**config.mk**
```make
export PLATFORM = sky130hd
export DESIGN_NAME = ps2_mouse_packet_tracker
export DESIGN_NICKNAME = d
export VERILOG_FILES = /design/src/rtl/core/ps2mt_pkg.sv /design/src/rtl/core/ps2mt_in_reg.sv /design/src/rtl/core/ps2mt_tracker.sv /design/src/rtl/core/ps2mt_out_reg.sv /design/src/rtl/core/ps2_mouse_packet_tracker.sv
export VERILOG_INCLUDE_DIRS = /design/src /design/src/rtl/core
export SDC_FILE = /design/constraint.sdc
export NUM_CORES = 1
export LEC_CHECK = 0
export ABC_AREA = 1
export BUFFER_PORTS_ARGS = -buffer_cell sky130_fd_sc_hd__buf_4
export CAP_MARGIN = 10
export CORE_ASPECT_RATIO = 0.8
export CORE_UTILIZATION = 40
export CTS_CLUSTER_DIAMETER = 60
export DETAILED_ROUTE_END_ITERATION = 10
export GPL_ROUTABILITY_DRIVEN = 0
export GPL_TIMING_DRIVEN = 0
export PLACE_DENSITY = 0.6
export SLEW_MARGIN = 15
export SYNTH_ARGS = -nofsm -noshare
export SYNTH_HDL_FRONTEND = slang
export SYNTH_SLANG_ARGS = --single-unit
```
**constraint.sdc**
```tcl
create_clock -name clk -period 4.7 [get_ports clk]
set_clock_uncertainty 0.05 [all_clocks]
set_input_delay 0.94 -clock clk [delete_from_list [all_inputs] [get_ports clk]]
set_output_delay 0.94 -clock clk [all_outputs]
set_load 0.01 [all_outputs]
```
**src/rtl/core/ps2_mouse_packet_tracker_defines.svh**
```systemverilog
// Assertion helpers for the mouse packet tracker
`ifndef PS2_MOUSE_PACKET_TRACKER_DEFINES_SVH
`define PS2_MOUSE_PACKET_TRACKER_DEFINES_SVH

`ifndef SYNTHESIS

// Checked outside reset
`define PS2MT_ASSERT(lbl, prop, msg) \
  lbl: assert property (@(posedge clk) disable iff (rst) prop) else $error(msg);

// Checked on every edge, reset included
`define PS2MT_ASSERT_ALWAYS(lbl, prop, msg) \
  lbl: assert property (@(posedge clk) prop) else $error(msg);

`else

`define PS2MT_ASSERT(lbl, prop, msg)
`define PS2MT_ASSERT_ALWAYS(lbl, prop, msg)

`endif

`endif

```
**src/rtl/core/ps2mt_pkg.sv**
```systemverilog
package ps2mt_pkg;

  localparam int BYTE_W = 8;
  localparam int POS_W  = 12;
  localparam int SIZE_W = 13;
  localparam int IDX_W  = 2;
  localparam int CFG_IDX_W = 2;

  // Register indexes
  localparam logic [CFG_IDX_W-1:0] CFG_SCREEN_WIDTH  = 2'd0;
  localparam logic [CFG_IDX_W-1:0] CFG_SCREEN_HEIGHT = 2'd1;

  // Byte position within a packet
  localparam logic [IDX_W-1:0] IDX_FIRST  = 2'd0;
  localparam logic [IDX_W-1:0] IDX_SECOND = 2'd1;
  localparam logic [IDX_W-1:0] IDX_THIRD  = 2'd2;

  localparam int OPEN_MARK_BIT = 3;
  localparam int BUTTON_BIT    = 0;

  localparam logic [SIZE_W-1:0] CURSOR_MARGIN = 13'd16;
  localparam logic [SIZE_W-1:0] MAX_LIMIT     = 13'd4080;
  localparam logic [SIZE_W-1:0] WIDTH_RESET   = 13'd320;
  localparam logic [SIZE_W-1:0] HEIGHT_RESET  = 13'd200;

  typedef struct packed {
    logic [POS_W-1:0] pos_x;
    logic [POS_W-1:0] pos_y;
    logic             button_left;
  } result_t;

  // Cursor limit for a screen size: size - 16, held within 0..4080
  function automatic logic [POS_W-1:0] limit_of(input logic [SIZE_W-1:0] size);
    logic [SIZE_W-1:0] diff;
    diff = size - CURSOR_MARGIN;
    if (size < CURSOR_MARGIN) begin
      return '0;
    end else if (diff > MAX_LIMIT) begin
      return MAX_LIMIT[POS_W-1:0];
    end else begin
      return diff[POS_W-1:0];
    end
  endfunction

endpackage

```
**src/rtl/core/ps2mt_in_reg.sv**
```systemverilog
module ps2mt_in_reg (
  input  logic                          clk,
  input  logic                          rst,
  input  logic                          s_tvalid,
  output logic                          s_tready,
  input  logic [ps2mt_pkg::BYTE_W-1:0]  s_tdata,   // [7:0] data_byte
  input  logic                          slot_free,
  output logic                          fire,
  output logic [ps2mt_pkg::BYTE_W-1:0]  data_byte
);

  logic held;

  // held byte moves on when the result side has room
  assign fire     = held && slot_free;
  assign s_tready = !held || slot_free;

  always_ff @(posedge clk) begin
    if (rst) begin
      held <= 1'b0;
    end else if (s_tready) begin
      held <= s_tvalid;
    end
  end

  always_ff @(posedge clk) begin
    if (s_tvalid && s_tready) begin
      data_byte <= s_tdata;
    end
  end

endmodule

```
**src/rtl/core/ps2mt_tracker.sv**
```systemverilog
`include "ps2_mouse_packet_tracker_defines.svh"

module ps2mt_tracker (
  input  logic                          clk,
  input  logic                          rst,
  input  logic                          fire,
  input  logic [ps2mt_pkg::BYTE_W-1:0]  data_byte,
  input  logic [ps2mt_pkg::POS_W-1:0]   limit_x,
  input  logic [ps2mt_pkg::POS_W-1:0]   limit_y,
  output logic                          done,
  output ps2mt_pkg::result_t            res
);

  logic [ps2mt_pkg::IDX_W-1:0]  byte_index;
  logic [ps2mt_pkg::IDX_W-1:0]  byte_index_next;
  logic [ps2mt_pkg::BYTE_W-1:0] packet_bytes [2];
  logic [ps2mt_pkg::POS_W-1:0]  cursor_x;
  logic [ps2mt_pkg::POS_W-1:0]  cursor_y;
  logic                         store_first;
  logic                         store_second;
  logic signed [ps2mt_pkg::POS_W+1:0] nx;
  logic signed [ps2mt_pkg::POS_W+1:0] ny;

  // Clamp a signed sum into 0..lim
  function automatic logic [ps2mt_pkg::POS_W-1:0] clamp_pos(
    input logic signed [ps2mt_pkg::POS_W+1:0] v,
    input logic [ps2mt_pkg::POS_W-1:0]        lim
  );
    if (v < 0) begin
      return '0;
    end else if (v[ps2mt_pkg::POS_W:0] > {1'b0, lim}) begin
      return lim;
    end else begin
      return v[ps2mt_pkg::POS_W-1:0];
    end
  endfunction

  // Deltas: x adds, y subtracts
  assign nx = $signed({2'b00, cursor_x}) + $signed({{6{packet_bytes[1][7]}}, packet_bytes[1]});
  assign ny = $signed({2'b00, cursor_y}) - $signed({{6{data_byte[7]}}, data_byte});

  assign res.pos_x       = clamp_pos(nx, limit_x);
  assign res.pos_y       = clamp_pos(ny, limit_y);
  assign res.button_left = packet_bytes[0][ps2mt_pkg::BUTTON_BIT];

  // Byte counter
  always_comb begin
    byte_index_next = byte_index;
    store_first     = 1'b0;
    store_second    = 1'b0;
    done            = 1'b0;
    if (fire) begin
      case (byte_index)
        ps2mt_pkg::IDX_SECOND: begin
          store_second    = 1'b1;
          byte_index_next = ps2mt_pkg::IDX_THIRD;
        end
        ps2mt_pkg::IDX_THIRD: begin
          done            = 1'b1;
          byte_index_next = ps2mt_pkg::IDX_FIRST;
        end
        default: begin
          // packet opener must carry the sync bit
          if (data_byte[ps2mt_pkg::OPEN_MARK_BIT]) begin
            store_first     = 1'b1;
            byte_index_next = ps2mt_pkg::IDX_SECOND;
          end else begin
            byte_index_next = ps2mt_pkg::IDX_FIRST;
          end
        end
      endcase
    end
  end

  always_ff @(posedge clk) begin
    if (rst) begin
      byte_index <= ps2mt_pkg::IDX_FIRST;
      cursor_x   <= '0;
      cursor_y   <= '0;
    end else begin
      byte_index <= byte_index_next;
      if (done) begin
        cursor_x <= res.pos_x;
        cursor_y <= res.pos_y;
      end
    end
  end

  always_ff @(posedge clk) begin
    if (store_first) begin
      packet_bytes[0] <= data_byte;
    end
    if (store_second) begin
      packet_bytes[1] <= data_byte;
    end
  end

  `PS2MT_ASSERT(a_drop_opener,
    fire && byte_index == ps2mt_pkg::IDX_FIRST && !data_byte[ps2mt_pkg::OPEN_MARK_BIT]
      |=> byte_index == ps2mt_pkg::IDX_FIRST && $stable(cursor_x) && $stable(cursor_y),
    "misaligned opener changed tracker state")
  `PS2MT_ASSERT(a_done_third,
    done |-> byte_index == ps2mt_pkg::IDX_THIRD && fire,
    "result raised outside third byte")
  `PS2MT_ASSERT(a_cursor_limit,
    done |=> cursor_x <= $past(limit_x) && cursor_y <= $past(limit_y),
    "cursor exceeds limit after packet")
  `PS2MT_ASSERT(a_hold_idle,
    !fire |=> $stable(byte_index) && $stable(cursor_x) && $stable(cursor_y),
    "tracker state moved without an item")

endmodule

```
**src/rtl/core/ps2mt_out_reg.sv**
```systemverilog
`include "ps2_mouse_packet_tracker_defines.svh"

module ps2mt_out_reg (
  input  logic                               clk,
  input  logic                               rst,
  input  logic                               load,
  input  ps2mt_pkg::result_t                 res,
  output logic                               slot_free,
  output logic                               m_tvalid,
  input  logic                               m_tready,
  output logic [2*ps2mt_pkg::POS_W-1:0]      m_tdata,   // [11:0] pos_x, [23:12] pos_y
  output logic                               m_tuser    // [0] button_left
);

  assign slot_free = !m_tvalid || m_tready;

  always_ff @(posedge clk) begin
    if (rst) begin
      m_tvalid <= 1'b0;
    end else if (load) begin
      m_tvalid <= 1'b1;
    end else if (m_tready) begin
      m_tvalid <= 1'b0;
    end
  end

  always_ff @(posedge clk) begin
    if (load) begin
      m_tdata <= {res.pos_y, res.pos_x};
      m_tuser <= res.button_left;
    end
  end

  `PS2MT_ASSERT(a_no_overwrite,
    load |-> slot_free,
    "result loaded over an item not yet taken")

endmodule

```
**src/rtl/core/ps2_mouse_packet_tracker.sv**
```systemverilog
// PS/2 mouse packet tracker. Bytes from the mouse enter on the s_ side, one item
// per byte; an opener byte without bit 3 set is dropped. Each completed
// three-byte packet moves the cursor (x plus the second byte, y minus the
// third, both signed) and clamps it to 0..screen size minus 16, at most 4080,
// then emits one item with the new position and the left button. One byte is
// taken every cycle as long as the result side keeps up; a byte is registered
// in the input register and its result in the output register that drives m_.
// Screen sizes are written on the cfg port (index 0 width, index 1 height,
// other indexes ignored); the user must write them only while no packet is in
// flight, as the block does not enforce this. They reset to 320 by 200.
module ps2_mouse_packet_tracker (
  input  logic                                clk,
  input  logic                                rst,
  input  logic                                s_tvalid,
  output logic                                s_tready,
  input  logic [ps2mt_pkg::BYTE_W-1:0]        s_tdata,    // [7:0] data_byte
  output logic                                m_tvalid,
  input  logic                                m_tready,
  output logic [2*ps2mt_pkg::POS_W-1:0]       m_tdata,    // [11:0] pos_x, [23:12] pos_y
  output logic                                m_tuser,    // [0] button_left
  input  logic                                cfg_valid,
  output logic                                cfg_ready,
  input  logic [ps2mt_pkg::CFG_IDX_W-1:0]     cfg_index,
  input  logic [ps2mt_pkg::SIZE_W-1:0]        cfg_data
);

  logic                          fire;
  logic                          slot_free;
  logic                          done;
  logic [ps2mt_pkg::BYTE_W-1:0]  data_byte;
  logic [ps2mt_pkg::POS_W-1:0]   limit_x;
  logic [ps2mt_pkg::POS_W-1:0]   limit_y;
  ps2mt_pkg::result_t            res;

  assign cfg_ready = 1'b1;

  // Limits are kept ready-made instead of the raw sizes
  always_ff @(posedge clk) begin
    if (rst) begin
      limit_x <= ps2mt_pkg::limit_of(ps2mt_pkg::WIDTH_RESET);
      limit_y <= ps2mt_pkg::limit_of(ps2mt_pkg::HEIGHT_RESET);
    end else if (cfg_valid && cfg_ready) begin
      case (cfg_index)
        ps2mt_pkg::CFG_SCREEN_WIDTH:  limit_x <= ps2mt_pkg::limit_of(cfg_data);
        ps2mt_pkg::CFG_SCREEN_HEIGHT: limit_y <= ps2mt_pkg::limit_of(cfg_data);
        default: ;
      endcase
    end
  end

  ps2mt_in_reg u_in_reg (
    .clk       (clk),
    .rst       (rst),
    .s_tvalid  (s_tvalid),
    .s_tready  (s_tready),
    .s_tdata   (s_tdata),
    .slot_free (slot_free),
    .fire      (fire),
    .data_byte (data_byte)
  );

  ps2mt_tracker u_tracker (
    .clk       (clk),
    .rst       (rst),
    .fire      (fire),
    .data_byte (data_byte),
    .limit_x   (limit_x),
    .limit_y   (limit_y),
    .done      (done),
    .res       (res)
  );

  ps2mt_out_reg u_out_reg (
    .clk       (clk),
    .rst       (rst),
    .load      (done),
    .res       (res),
    .slot_free (slot_free),
    .m_tvalid  (m_tvalid),
    .m_tready  (m_tready),
    .m_tdata   (m_tdata),
    .m_tuser   (m_tuser)
  );

endmodule

```
# Word level (Yosys, flattened, before mapping)
# Memories as Yosys holds them, arrays and structs flattened. A register that Yosys moved wholly into a read port is not among the register bits.
# Index checks and enable logic that the tools add are counted.
[op_classes]
order_cmp = 6
add_sub_neg = 3
reduce_logical = 12
n_eq_ne = 3
n_mux = 24
[op_table]
columns = ["cell", "n"]
rows = [
  ["2-to-1 mux 12 bit", 6],
  ["less-than comparator 14 x 1 -> 1 bit, second input constant", 2],
  ["> comparator 13 x 12 -> 1 bit", 2],
  ["2-to-1 mux 1 bit", 16],
  ["adder 13 x 8 -> 14 bit", 1],
  ["subtractor 13 x 8 -> 14 bit", 1],
  ["> comparator 13 x 12 -> 1 bit, second input constant", 1],
  ["less-than comparator 13 x 5 -> 1 bit, second input constant", 1],
  ["subtractor 13 x 5 -> 13 bit, second input constant", 1],
  ["2-to-1 mux 8 bit", 1],
  ["OR reduction 8 bit", 1],
  ["== test 2 x 1 -> 1 bit, second input constant", 2],
  ["case mux 2 bit (2 select lines)", 1],
  ["AND reduction 2 bit", 2],
  ["== test 2 bit, second input constant", 1],
  ["logical AND 1 bit", 2],
  ["logical NOT 1 bit", 2],
  ["logical NOT 2 bit", 1],
  ["logical OR 1 bit", 2],
  ["nonzero test 2 bit", 1],
  ["OR reduction 2 bit", 1],
]
[totals]
mem_bits_rw = 16
out_inout_bits = 28
elab_cells = 58
mem_count = 1
inputBits = 28
regBits = 84
[mem_list]
columns = ["memory", "depth", "word_bits", "rd", "rd_clocked_by_memory_dff", "wr", "line", "source"]
rows = [
  ["u_tracker.packet_bytes", 2, 8, 2, 1, 1, "ps2mt_tracker.sv:16", "logic [ps2mt_pkg::BYTE_W-1:0] packet_bytes [2];"],
]

# Depth between registers and ports, before layout
# Gate-level depths: netlist (run 1).
[logic_depth]
word_depth = 8
depth_mapped = 23

# By module
# A second synthesis (run 1) with hierarchy kept.
[unflattened]
cells_unflattened = 782
hier_area_um2 = 6251.0
[modules_own_cells]
columns = ["module", "cells_per_inst", "area_each_um2", "instances"]
rows = [
  ["ps2mt_tracker", 569, 3992.6, 1],
  ["ps2_mouse_packet_tracker", 167, 1169.9, 1],
  ["ps2mt_out_reg", 30, 793.3, 1],
  ["ps2mt_in_reg", 16, 295.3, 1],
]

# Worst setup path after synthesis (run 1)
# OpenSTA, ideal clock, no wires.
[synth_path]
path_type = "reg-to-reg"
from = "reg u_in_reg.data_byte[0] in the netlist's numbering"
to = "reg u_out_reg.m_tdata[13] in the netlist's numbering, data pin"
setup_ns = 0.252
synth_period_minus_slack_ns = 3.285
path_stages_with_launch = 21
n_path_buf = 1
arrival_ns = 2.983
path_slack_ns = 1.415
path_cell_list = "edfxtp_1 > ha_1 > fa_1 > inv_1 > nand2_1 > a21oi_2 > inv_1 > nor2_1 > nor2_1 > o21bai_1 > xor2_1 > inv_1 > ha_1 > a21o_1 > a21oi_1 > o211ai_2 > nand2_1 > buf_2 > nand2_1 > nand3_1 > inv_1"
[synth_lines]
columns = ["item", "line", "source"]
rows = [
  ["start, declared", "ps2mt_in_reg.sv:9", "output logic [ps2mt_pkg::BYTE_W-1:0] data_byte"],
  ["start signal, assigned", "ps2mt_in_reg.sv:28", "data_byte <= s_tdata;"],
  ["end signal, assigned", "ps2mt_out_reg.sv:29", "m_tdata <= {res.pos_y, res.pos_x};"],
  ["end, declared", "ps2mt_out_reg.sv:11", "output logic [2*ps2mt_pkg::POS_W-1:0] m_tdata,"],
]

==> flow_metrics.py, run 1 <==
metrics = {
    "outcome": {
        "status": "finished, final reports clean",
    },
    "placed_design": {
        "dp.cells": 986,
        "dp_hpwl_um": 11600,
        "port_buffers": 54,
    },
    "clock_tree": {
        "cts-hold-fix-buffers": 0,
        "cts_tree": "built",
        "cts_resized": 0,
        "insertion_delay_ps": 360,
        "htreeDepth": 3,
        "cts.sinks": 94,
        "clk_transition_reported_paths_ps": 70,
        "clockBufferDepth": 2,
        "cts_setup_buffers": 0,
        "clockRootBuffer": "clkbuf_16",
        "cts_buffers": 9,
    },
    "floorplanning": {
        "ios": 56,
        "start_util_pct": 41.2,
        "die_area_um2": 15300,
        "die_y_um": 111,
        "rows": 39,
        "core_area_um2": 14300,
        "die_width_um": 138,
    },
    "logic_synthesis": {
        "synth_top_cell_by_area": "edfxtp_1",
        "yosysWarnings": 0,
        "syn-cell-area_um2": 5900,
        "syn_inst": 747,
        "netlist-cell-type-count": 40,
        "synth_sequential_area_ratio_pct": 39.0,
        "yosysMostFrequentCell": "inv_1",
        "syn_nets": 831,
        "synth_enable_flop_cells": 42,
        "avgSynthCellArea_um2": 7.90,
        "synth.area.top_cells": "edfxtp_1 (21%), dfxtp_1 (18%), ha_1 (11%)",
        "async_flop_share_pct": 0,
        "synth-main-ff-cell": "dfxtp_1",
        "synth.top_cell.area_share_pct": 21.4,
        "ys_ff_latch": 94,
        "synthTopCellsByCount": "inv_1 (143), nand2_1 (127), a21oi_1 (64), o21ai_0 (56), ha_1 (54)",
    },
    "timing": {
        "final-setup-viol-count": 0,
        "maxSlewViolCount": 0,
        "fin_hold_ws_ps": 397,
        "fin_crit_sh_pct": 83.4,
        "hold_viol": 0,
        "fmax_ghz": 0.255,
        "grt_setup_unrepaired": "false",
        "fin_tns_setup_ps": 0,
        "tightest_slew_ps": 1040,
        "max-slew-margin-rel_pct": 29.9,
        "min_period_ps": 3920,
    },
    "grt": {
        "grt_pass1_wl_um": 23700,
        "grt_overflow": 0,
        "grt_max_degree": 23,
        "grt_pass1_vias": 4791,
        "grt_antenna_before_repair": 0,
        "grt.total_usage_pct": 20.2,
    },
    "worst_setup_path": {
        "path_class": "reg2reg",
        "critPathBufInv": 4,
        "cp_cell_sequence": "ha_1, inv_1, fa_1, nand3b_1, nand2_1, nand2_1, o21ai_2, xor2_1, inv_1, ha_1, nand2_1, nor4_1, nand2_1, nand2_1, clkbuf_1, nand4_1, nand3_1, inv_1",
        "critical_path_depth": 18,
        "worstSetupStartpoint": "u_tracker.cursor_x[0]",
        "start_kind": "flip-flop",
        "worst_path_largest_cell_delay_ps": 400,
        "crit_top_cell": "nand2_1",
        "worstSetupEndpoint": "u_out_reg.m_tdata[8]",
        "crit_arrival_ps": 3980,
        "end_kind": "flip-flop",
        "rr_worst_depth": 18,
        "crit_family": "simple AND/OR/NAND/NOR gates",
        "r2r_start": "u_tracker.cursor_x[0]",
        "r2r_end": "u_out_reg.m_tdata[8]",
        "crit_path_max_fanout": 10,
        "rrSetupSlack_ps": 780,
        "cp.required_ps": 4760,
        "critical_path.slowest_cell": "fa_1",
    },
    "pwr": {
        "p_leak_nw": 3.40,
        "p_sw_share_pct": 28.3,
        "intPower_mw": 1.35,
        "p_per_area_nw_per_um2": 274,
        "clkPwrFrac_pct": 39.1,
        "ir_drop_mv": 0.216,
        "combPwrFrac_pct": 13.6,
        "power_mw": 1.88,
        "seqPwrFrac_pct": 47.3,
        "p_sw_mw": 0.532,
    },
    "layout": {
        "fin_util_pct": 47.9,
        "layout.nets": 897,
        "finalNonFillerCells": 1002,
        "antenna_cells": 0,
        "area_growth_pct": 16.4,
        "drive_above_1_share_pct": 13.7,
    },
    "drt": {
        "dr.first_iter.drc_count": 363,
        "wl_met3_um": 796,
        "vias_per_cell": 5.02,
        "drt_first_pass_iters": 5,
        "route.met2.wl_um": 5870,
        "wl_per_cell_um": 14.4,
        "wl_um": 14400,
        "routed.top_layer": "met4",
        "drc": 0,
        "ant_nets": 0,
        "met1_length_um": 7500,
        "vias": 5035,
    },
    "flow_run": {
        "maxCapViolations": 0,
    },
    "hold_path": {
        "hp-class": "reg2reg",
        "hold_path_depth": 0,
    },
}
logic make-up after synthesis:
kind of cell	after synthesis	share of synthesized area (%)
AOI/OAI and AO/OA	147	13.8
buffers and inverters	171	11.2
DFF	94	39.0
xor gates and xnor gates	26	3.98
other	1	0.0635
adders and majority gates	56	12.1
and+or+nand+nor	252	19.8
through the flow:
step | setup WS (ps) | instance area [µm²]
floorplan | 1420 | 5900
global placement | 913 | 6540
detailed placement | 835 | 6570
CTS | 811 | 6870
global route | 480 | 6870
finish | 782 | 6870
state kept, by name, summed over array words and instances (netlist names):
name                    cells
u_in_reg.data_byte          8
limit_y                    12
u_tracker.byte_index        2
u_out_reg.m_tdata          24
u_tracker.cursor_x         12
u_in_reg.held               1
u_out_reg.m_tvalid          1
u_tracker.packet_bytes      9
u_tracker.cursor_y         12
u_out_reg.m_tuser           1
limit_x                    12
final cells by class:
cell class | instances | area (µm²)
sequential | 94 | 2300
fill | 1408 | 7470
tap | 184 | 230
timing repair buffer | 55 | 433
clock buffer | 9 | 225
inverter | 147 | 552
multi-input combinational | 482 | 2940
buffer | 24 | 113
clock inverter | 7 | 77.6
metal layers:
metal	up-vias	global-route usage, %
li1	2587	-
met1	2287	31.1
met2	139	28.1
met3	22	3.84
met4	0	6.38
met5	-	0
worst reg2reg max path, cell delays in order (launching register included):
cell	delay, ps
dfxtp_1	350
ha_1	210
inv_1	60
fa_1	400
nand3b_1	170
nand2_1	110
nand2_1	90
o21ai_2	200
xor2_1	310
inv_1	80
ha_1	300
nand2_1	60
nor4_1	310
nand2_1	80
nand2_1	150
clkbuf_1	340
nand4_1	170
nand3_1	170
inv_1	60
power by group through the flow:
stage	Sequential (mW)	Combinational [mW]	Clock (mW)
2_1_floorplan	0.902	0.176	0
3_3_place_gp	0.908	0.246	0
3_5_place_dp	0.908	0.252	0
4_1_cts	0.890	0.254	0.753
5_1_grt	0.892	0.292	0.791
6_report	0.889	0.256	0.735
worst min path at each step:
stage                                  from                end  slack, ps
2_1_floorplan  u_tracker.packet_bytes[0][0]  u_out_reg.m_tuser        350
3_3_place_gp   u_tracker.packet_bytes[0][0]  u_out_reg.m_tuser        360
3_5_place_dp   u_tracker.packet_bytes[0][0]  u_out_reg.m_tuser        380
4_1_cts        u_tracker.packet_bytes[0][0]  u_out_reg.m_tuser        400
5_1_grt        u_tracker.packet_bytes[0][0]  u_out_reg.m_tuser        410
6_report       u_tracker.packet_bytes[0][0]  u_out_reg.m_tuser        400
layout by cell type, fill, tap and decap left out, types with 2 or more instances in the layout:
cell | synthesis | layout
nand3b_1 | 4 | 4
clkbuf_16 | 0 | 9
dfxtp_1 | 52 | 52
buf_2 | 5 | 5
a21oi_2 | 11 | 11
xnor2_1 | 10 | 10
nand3_1 | 49 | 49
inv_8 | 0 | 4
nand2_1 | 127 | 127
buf_4 | 2 | 56
o21ai_0 | 56 | 56
clkbuf_1 | 16 | 15
fa_1 | 2 | 2
nor2_1 | 30 | 30
nor3_1 | 5 | 5
inv_2 | 3 | 3
o21bai_1 | 4 | 4
nand4_1 | 19 | 19
nand3_2 | 12 | 12
inv_1 | 143 | 143
edfxtp_1 | 42 | 42
ha_1 | 54 | 54
a21oi_1 | 64 | 64
o21a_1 | 2 | 2
xor2_1 | 15 | 15
a21o_1 | 2 | 2
o21ai_1 | 3 | 3
(Power assumes the default switching activity.)
==> run 2, diff against run 1 <==
--- a/config.mk
+++ b/config.mk
@@ -15,7 +15,7 @@
 export DETAILED_ROUTE_END_ITERATION = 10
 export GPL_ROUTABILITY_DRIVEN = 0
 export GPL_TIMING_DRIVEN = 0
-export PLACE_DENSITY = 0.6
+export PLACE_DENSITY = 0.62
 export SLEW_MARGIN = 15
 export SYNTH_ARGS = -nofsm -noshare
 export SYNTH_HDL_FRONTEND = slang
==> constraint.sdc (replaced) <==
create_clock -name clk -period 3.3 [get_ports clk]
set_clock_uncertainty 0.05 [all_clocks]
set_input_delay 0.66 -clock clk [delete_from_list [all_inputs] [get_ports clk]]
set_output_delay 0.66 -clock clk [all_outputs]
set_load 0.01 [all_outputs]
==> run 2 against run 1 <==
The flow now finishes with violations (negative setup slack). Register-to-register slack got worse by 1100 ps. Power rose by 56%. Setup slack worse by 1100 ps. Largest power group unchanged.
==> flow_metrics.py, run 2 (synthesized netlist as in run 1, its figures left out) <==
metrics = {
    "placed_design": {
        "port_buffers": 54,
        "dp.cells": 986,
        "dp_hpwl_um": 11100,
    },
    "worst_setup_path": {
        "crit_path_max_fanout": 5,
        "r2r_end": "u_out_reg.m_tdata[20]",
        "crit_family": "simple AND/OR/NAND/NOR gates",
        "cp_cell_sequence": "ha_2, fa_2, inv_1, nand2_1, a21oi_2, inv_2, nor2_4, nor2_4, o21bai_1, xor2_1, inv_1, ha_4, nand3_4, nand3b_1, nand2_4, buf_8, nand2_2, nand3_2, inv_1",
        "rr_worst_depth": 19,
        "crit_arrival_ps": 3650,
        "critPathBufInv": 5,
        "rrSetupSlack_ps": -280,
        "cp.required_ps": 3360,
        "r2r_start": "u_in_reg.data_byte[0]",
        "worst_path_largest_cell_delay_ps": 440,
        "start_kind": "flip-flop",
        "critical_path.slowest_cell": "edfxtp_1",
        "path_class": "reg2reg",
        "crit_top_cell": "inv_1",
        "end_kind": "flip-flop",
    },
    "pwr": {
        "seqPwrFrac_pct": 43.2,
        "intPower_mw": 2.12,
        "ir_drop_mv": 0.357,
        "clkPwrFrac_pct": 39.0,
        "power_mw": 2.94,
        "p_per_area_nw_per_um2": 374,
        "p_sw_mw": 0.812,
        "combPwrFrac_pct": 17.9,
        "p_leak_nw": 3.68,
        "p_sw_share_pct": 27.7,
    },
    "layout": {
        "top_register": "u_out_reg.m_tdata",
        "mostFrequentLayoutCell": "inv_1",
        "largest_reg_flops": 24,
        "fin_util_pct": 54.7,
        "drive_above_1_share_pct": 29.8,
        "antenna_cells": 0,
        "finalNonFillerCells": 1023,
        "final_cell_mix": "inv_1 (117), nand2_1 (92), buf_4 (70)",
        "area_growth_pct": 32.9,
        "layout.nets": 918,
    },
    "clock_tree": {
        "clockRootBuffer": "clkbuf_16",
        "insertion_delay_ps": 350,
        "cts-hold-fix-buffers": 0,
        "cts_buffers": 9,
        "htreeDepth": 3,
        "cts.sinks": 94,
        "clockBufferDepth": 2,
        "cts_tree": "built",
        "clk_transition_reported_paths_ps": 70,
    },
    "drt": {
        "vias_per_cell": 5.07,
        "drc": 0,
        "dr.first_iter.drc_count": 417,
        "ant_nets": 0,
        "wl_per_cell_um": 15.5,
        "drt_first_pass_iters": 5,
        "vias": 5182,
        "wl_um": 15900,
    },
    "timing": {
        "fin_crit_sh_pct": 109,
        "min_period_ps": 3580,
        "max-slew-margin-rel_pct": 27.3,
        "tightest_slew_ps": 1080,
        "worst_slack_ps": -283,
        "hold_viol": 0,
        "fmax_ghz": 0.279,
        "final-setup-viol-count": 46,
        "grt_setup_unrepaired": "true",
        "maxSlewViolCount": 0,
    },
    "floorplanning": {
        "core_area_um2": 14300,
        "rows": 39,
        "die_area_um2": 15300,
        "die_y_um": 111,
        "start_util_pct": 41.2,
        "ios": 56,
        "die_width_um": 138,
    },
    "outcome": {
        "violations": "negative setup slack",
        "status": "finished with violations",
    },
    "hold_path": {
        "hold_end": "u_out_reg.m_tuser",
        "hp-class": "reg2reg",
        "worstHoldStart": "u_tracker.packet_bytes[0][0]",
        "hold_path_depth": 0,
    },
    "grt": {
        "grt_pass1_wl_um": 24500,
        "grt.total_usage_pct": 20.9,
        "grt_max_degree": 23,
        "grt_overflow": 0,
        "grt_antenna_before_repair": 0,
        "grt_pass1_vias": 4781,
    },
    "flow_run": {
        "maxCapViolations": 0,
    },
}
==> run 2: area by class of cell <==
type,count,area [µm²]
Multi-Input combinational cell,482,3660
Clock buffer,10,229
Timing Repair Buffer,76,621
Clock inverter,6,92.6
Inverter,147,552
Sequential cell,94,2300
Fill cell,1314,6500
Tap cell,184,230
Buffer,24,156
==> run 2: per-layer routing <==
| layer | vias to the layer above | share of wire [%] | global-route usage [%] |
|---|---|---|---|
| li1 | 2626 | - | - |
| met1 | 2387 | 50 | 32.2 |
| met2 | 153 | 43 | 29.8 |
| met3 | 16 | 5.6 | 3.75 |
| met4 | 0 | 1.2 | 4.93 |
| met5 | - | 0 | 0 |
==> run 2: timing repair <==
| item | in CTS | in global routing |
|---|---|---|
| setup endpoints to repair | 48 | 48 |
| gates cloned | 3 | 0 |
| hold endpoints to repair | 0 | 0 |
| setup buffers | 10 | 8 |
| resized for setup | 111 | 88 |
| pin swaps | 20 | 32 |
==> run 2: through the flow <==
step | TNS (ps) | hold WS [ps] | instance area [µm²] | setup slack, ps
final | -6680 | 371 | 7850 | -283
after global routing | -14290 | 394 | 7850 | -408
after floorplan | 0 | 350 | 5900 | 15.4
after detailed placement | -19620 | 360 | 6570 | -536
after global placement | -21140 | 351 | 6540 | -534
after CTS | -2400 | 372 | 7420 | -121
==> run 2: power groups by stage <==
stage,registers [mW],logic (mW),clock network [mW]
final,1.27,0.524,1.14
after global routing,1.27,0.571,1.20
after CTS,1.27,0.437,1.16
after detailed placement,1.29,0.357,0
after global placement,1.29,0.353,0
after floorplan,1.28,0.251,0
==> run 2: worst max-delay path by stage <==
stage          cells past startpoint                     to                    startpoint
5_1_grt                           19  u_out_reg.m_tdata[20]         u_in_reg.data_byte[0]
6_report                          19  u_out_reg.m_tdata[20]         u_in_reg.data_byte[0]
3_5_place_dp                      18   u_out_reg.m_tdata[4]  u_tracker.packet_bytes[1][0]
4_1_cts                           20  u_out_reg.m_tdata[12]         u_in_reg.data_byte[0]
2_1_floorplan                     20  u_out_reg.m_tdata[13]         u_in_reg.data_byte[0]
3_3_place_gp                      20  u_out_reg.m_tdata[20]         u_in_reg.data_byte[0]
==> run 3, diff against run 2 <==
--- a/config.mk
+++ b/config.mk
@@ -16,6 +16,7 @@
 export GPL_ROUTABILITY_DRIVEN = 0
 export GPL_TIMING_DRIVEN = 0
 export PLACE_DENSITY = 0.62
+export RECOVER_POWER = 100
 export SLEW_MARGIN = 15
 export SYNTH_ARGS = -nofsm -noshare
 export SYNTH_HDL_FRONTEND = slang
==> run 3 against run 2 <==
The flow still finishes with violations (negative setup slack). Via count is 0.15% lower. Flip-flop and latch count unchanged. Final area decreased by 1.8%. Die area unchanged. Setup slack improved by 15 ps. Highest routed layer unchanged.
==> flow_metrics.py, run 3 (synthesized netlist as in run 1, its figures left out) <==
metrics = {
    "worst_setup_path": {
        "critPathBufInv": 5,
        "end_kind": "flip-flop",
        "crit_top_cell": "inv_1",
        "cp.required_ps": 3360,
        "start_kind": "flip-flop",
        "path_class": "reg2reg",
        "critical_path.slowest_cell": "edfxtp_1",
        "crit_family": "simple AND/OR/NAND/NOR gates",
        "crit_arrival_ps": 3630,
        "crit_path_max_fanout": 5,
        "cp_cell_sequence": "ha_2, fa_2, inv_1, nand2_1, a21oi_2, inv_2, nor2_4, nor2_4, o21bai_1, xor2_1, inv_1, ha_4, nand3_4, nand3b_1, nand2_4, buf_8, nand2_2, nand3_2, inv_1",
        "worst_path_largest_cell_delay_ps": 430,
    },
    "timing": {
        "hold_viol": 0,
        "min_period_ps": 3570,
        "worst_slack_ps": -268,
        "fmax_ghz": 0.280,
        "fin_crit_sh_pct": 108,
        "tightest_slew_ps": 1100,
        "fin_tns_setup_ps": -6570,
        "max-slew-margin-rel_pct": 26.4,
        "final-setup-viol-count": 46,
        "grt_setup_unrepaired": "true",
        "maxSlewViolCount": 0,
    },
    "floorplanning": {
        "ios": 56,
        "rows": 39,
        "core_area_um2": 14300,
        "die_width_um": 138,
        "start_util_pct": 41.2,
        "die_y_um": 111,
        "die_area_um2": 15300,
    },
    "pwr": {
        "p_leak_nw": 3.56,
        "combPwrFrac_pct": 17.7,
        "seqPwrFrac_pct": 43.2,
        "p_per_area_nw_per_um2": 381,
        "intPower_mw": 2.12,
        "clkPwrFrac_pct": 39.1,
        "power_mw": 2.93,
        "p_sw_mw": 0.813,
        "p_sw_share_pct": 27.7,
        "ir_drop_mv": 0.350,
    },
    "drt": {
        "drc": 0,
        "wl_um": 16000,
        "route.met2.wl_um": 6820,
        "wl_met3_um": 861,
        "drt_first_pass_iters": 5,
        "met1_length_um": 8100,
        "wl_per_cell_um": 15.6,
        "ant_nets": 0,
        "dr.first_iter.drc_count": 446,
        "vias_per_cell": 5.06,
        "routed.top_layer": "met4",
        "vias": 5174,
    },
    "clock_tree": {
        "clk_transition_reported_paths_ps": 70,
        "cts-hold-fix-buffers": 0,
        "clockRootBuffer": "clkbuf_16",
        "cts_buffers": 9,
        "cts_tree": "built",
        "clockBufferDepth": 2,
        "insertion_delay_ps": 350,
        "cts.sinks": 94,
        "htreeDepth": 3,
    },
    "placed_design": {
        "post-place-ws_ps": -536,
        "dp_hpwl_um": 11100,
        "dp.cells": 986,
        "port_buffers": 54,
    },
    "outcome": {
        "status": "finished with violations",
        "violations": "negative setup slack",
    },
    "grt": {
        "grt_max_degree": 23,
        "grt_antenna_before_repair": 0,
        "grt_pass1_vias": 4781,
        "grt_pass1_wl_um": 24500,
        "grt.total_usage_pct": 20.9,
        "grt_overflow": 0,
    },
    "layout": {
        "largest_reg_flops": 24,
        "area_growth_pct": 30.5,
        "mostFrequentLayoutCell": "inv_1",
        "final_cell_mix": "inv_1 (118), nand2_1 (92), o21ai_0 (54)",
        "finalNonFillerCells": 1023,
        "drive_above_1_share_pct": 25.7,
        "antenna_cells": 0,
        "top_register": "u_out_reg.m_tdata",
        "layout.nets": 918,
        "fillCellCount": 1354,
    },
    "hold_path": {
        "hp-class": "reg2reg",
    },
    "flow_run": {
        "maxCapViolations": 0,
    },
}
==> run 3: cell types whose count changed in the layout (fill, tap and decap cells not counted), sizes merged <==
cell	delta
buf	-42
clkbuf	+42
==> run 3: worst paths after layout <==
| check | cells after the start | end | slack [ps] | startpoint |
|---|---|---|---|---|
| max | 19 | u_out_reg.m_tdata[20] | -270 | u_in_reg.data_byte[0] |
| min | 0 | u_out_reg.m_tuser | 380 | u_tracker.packet_bytes[0][0] |
| max reg2reg | 19 | u_out_reg.m_tdata[20] | -270 | u_in_reg.data_byte[0] |
| min reg2reg | 0 | u_out_reg.m_tuser | 380 | u_tracker.packet_bytes[0][0] |
==> run 3: timing repair <==
action                                  CTS  global route
gates resized for setup                 111            88
setup buffers                            10             8
pin swaps                                20            32
hold endpoints to repair                  0             0
endpoints found under the setup margin   48            48
gates cloned                              3             0
==> run 3: final cells by class <==
class / count / area (µm²) / share of cell area [%]
multi-input cells: 482 / 3660 / 47.5
flip-flops and latches: 94 / 2300 / 29.9
inverters: 147 / 552 / 7.16
repair buffers: 76 / 482 / 6.25
well taps: 184 / 230 / 2.99
clock buffers: 10 / 229 / 2.97
plain buffers: 24 / 155 / 2.01
clock inverters: 6 / 92.6 / 1.20
==> run 3: per-stage QoR <==
step / cell area (µm²) / utilization [%] / hold slack [ps]
2_1_floorplan: 5900 / - / 350
3_3_place_gp: 6540 / 45.6 / 351
3_5_place_dp: 6570 / 45.8 / 360
4_1_cts: 7420 / 51.7 / 372
5_1_grt: 7700 / 53.7 / 394
6_report: 7700 / 53.7 / 376
==> run 3: per-layer routing <==
metal | vias up | global-route usage [%]
li1 | 2626 | -
met1 | 2372 | 32.2
met2 | 160 | 29.8
met3 | 16 | 3.75
met4 | 0 | 4.93
met5 | - | 0
==> run 3: power groups by stage <==
stage	Sequential, mW	Combinational [mW]	Clock, mW
5_1_grt	1.27	0.566	1.20
3_5_place_dp	1.29	0.357	0
4_1_cts	1.27	0.437	1.16
6_report	1.27	0.520	1.15
2_1_floorplan	1.28	0.251	0
3_3_place_gp	1.29	0.353	0
==> run 3: worst register-to-register path: stages, from the launching register on <==
cell      delay, ps
edfxtp_1        430
ha_2            230
fa_2            340
inv_1            60
nand2_1          70
a21oi_2         210
inv_2            90
nor2_4          110
nor2_4           50
o21bai_1        150
xor2_1          240
inv_1           110
ha_4            290
nand3_4          80
nand3b_1        290
nand2_4         190
buf_8           170
nand2_2          60
nand3_2          80
inv_1            50
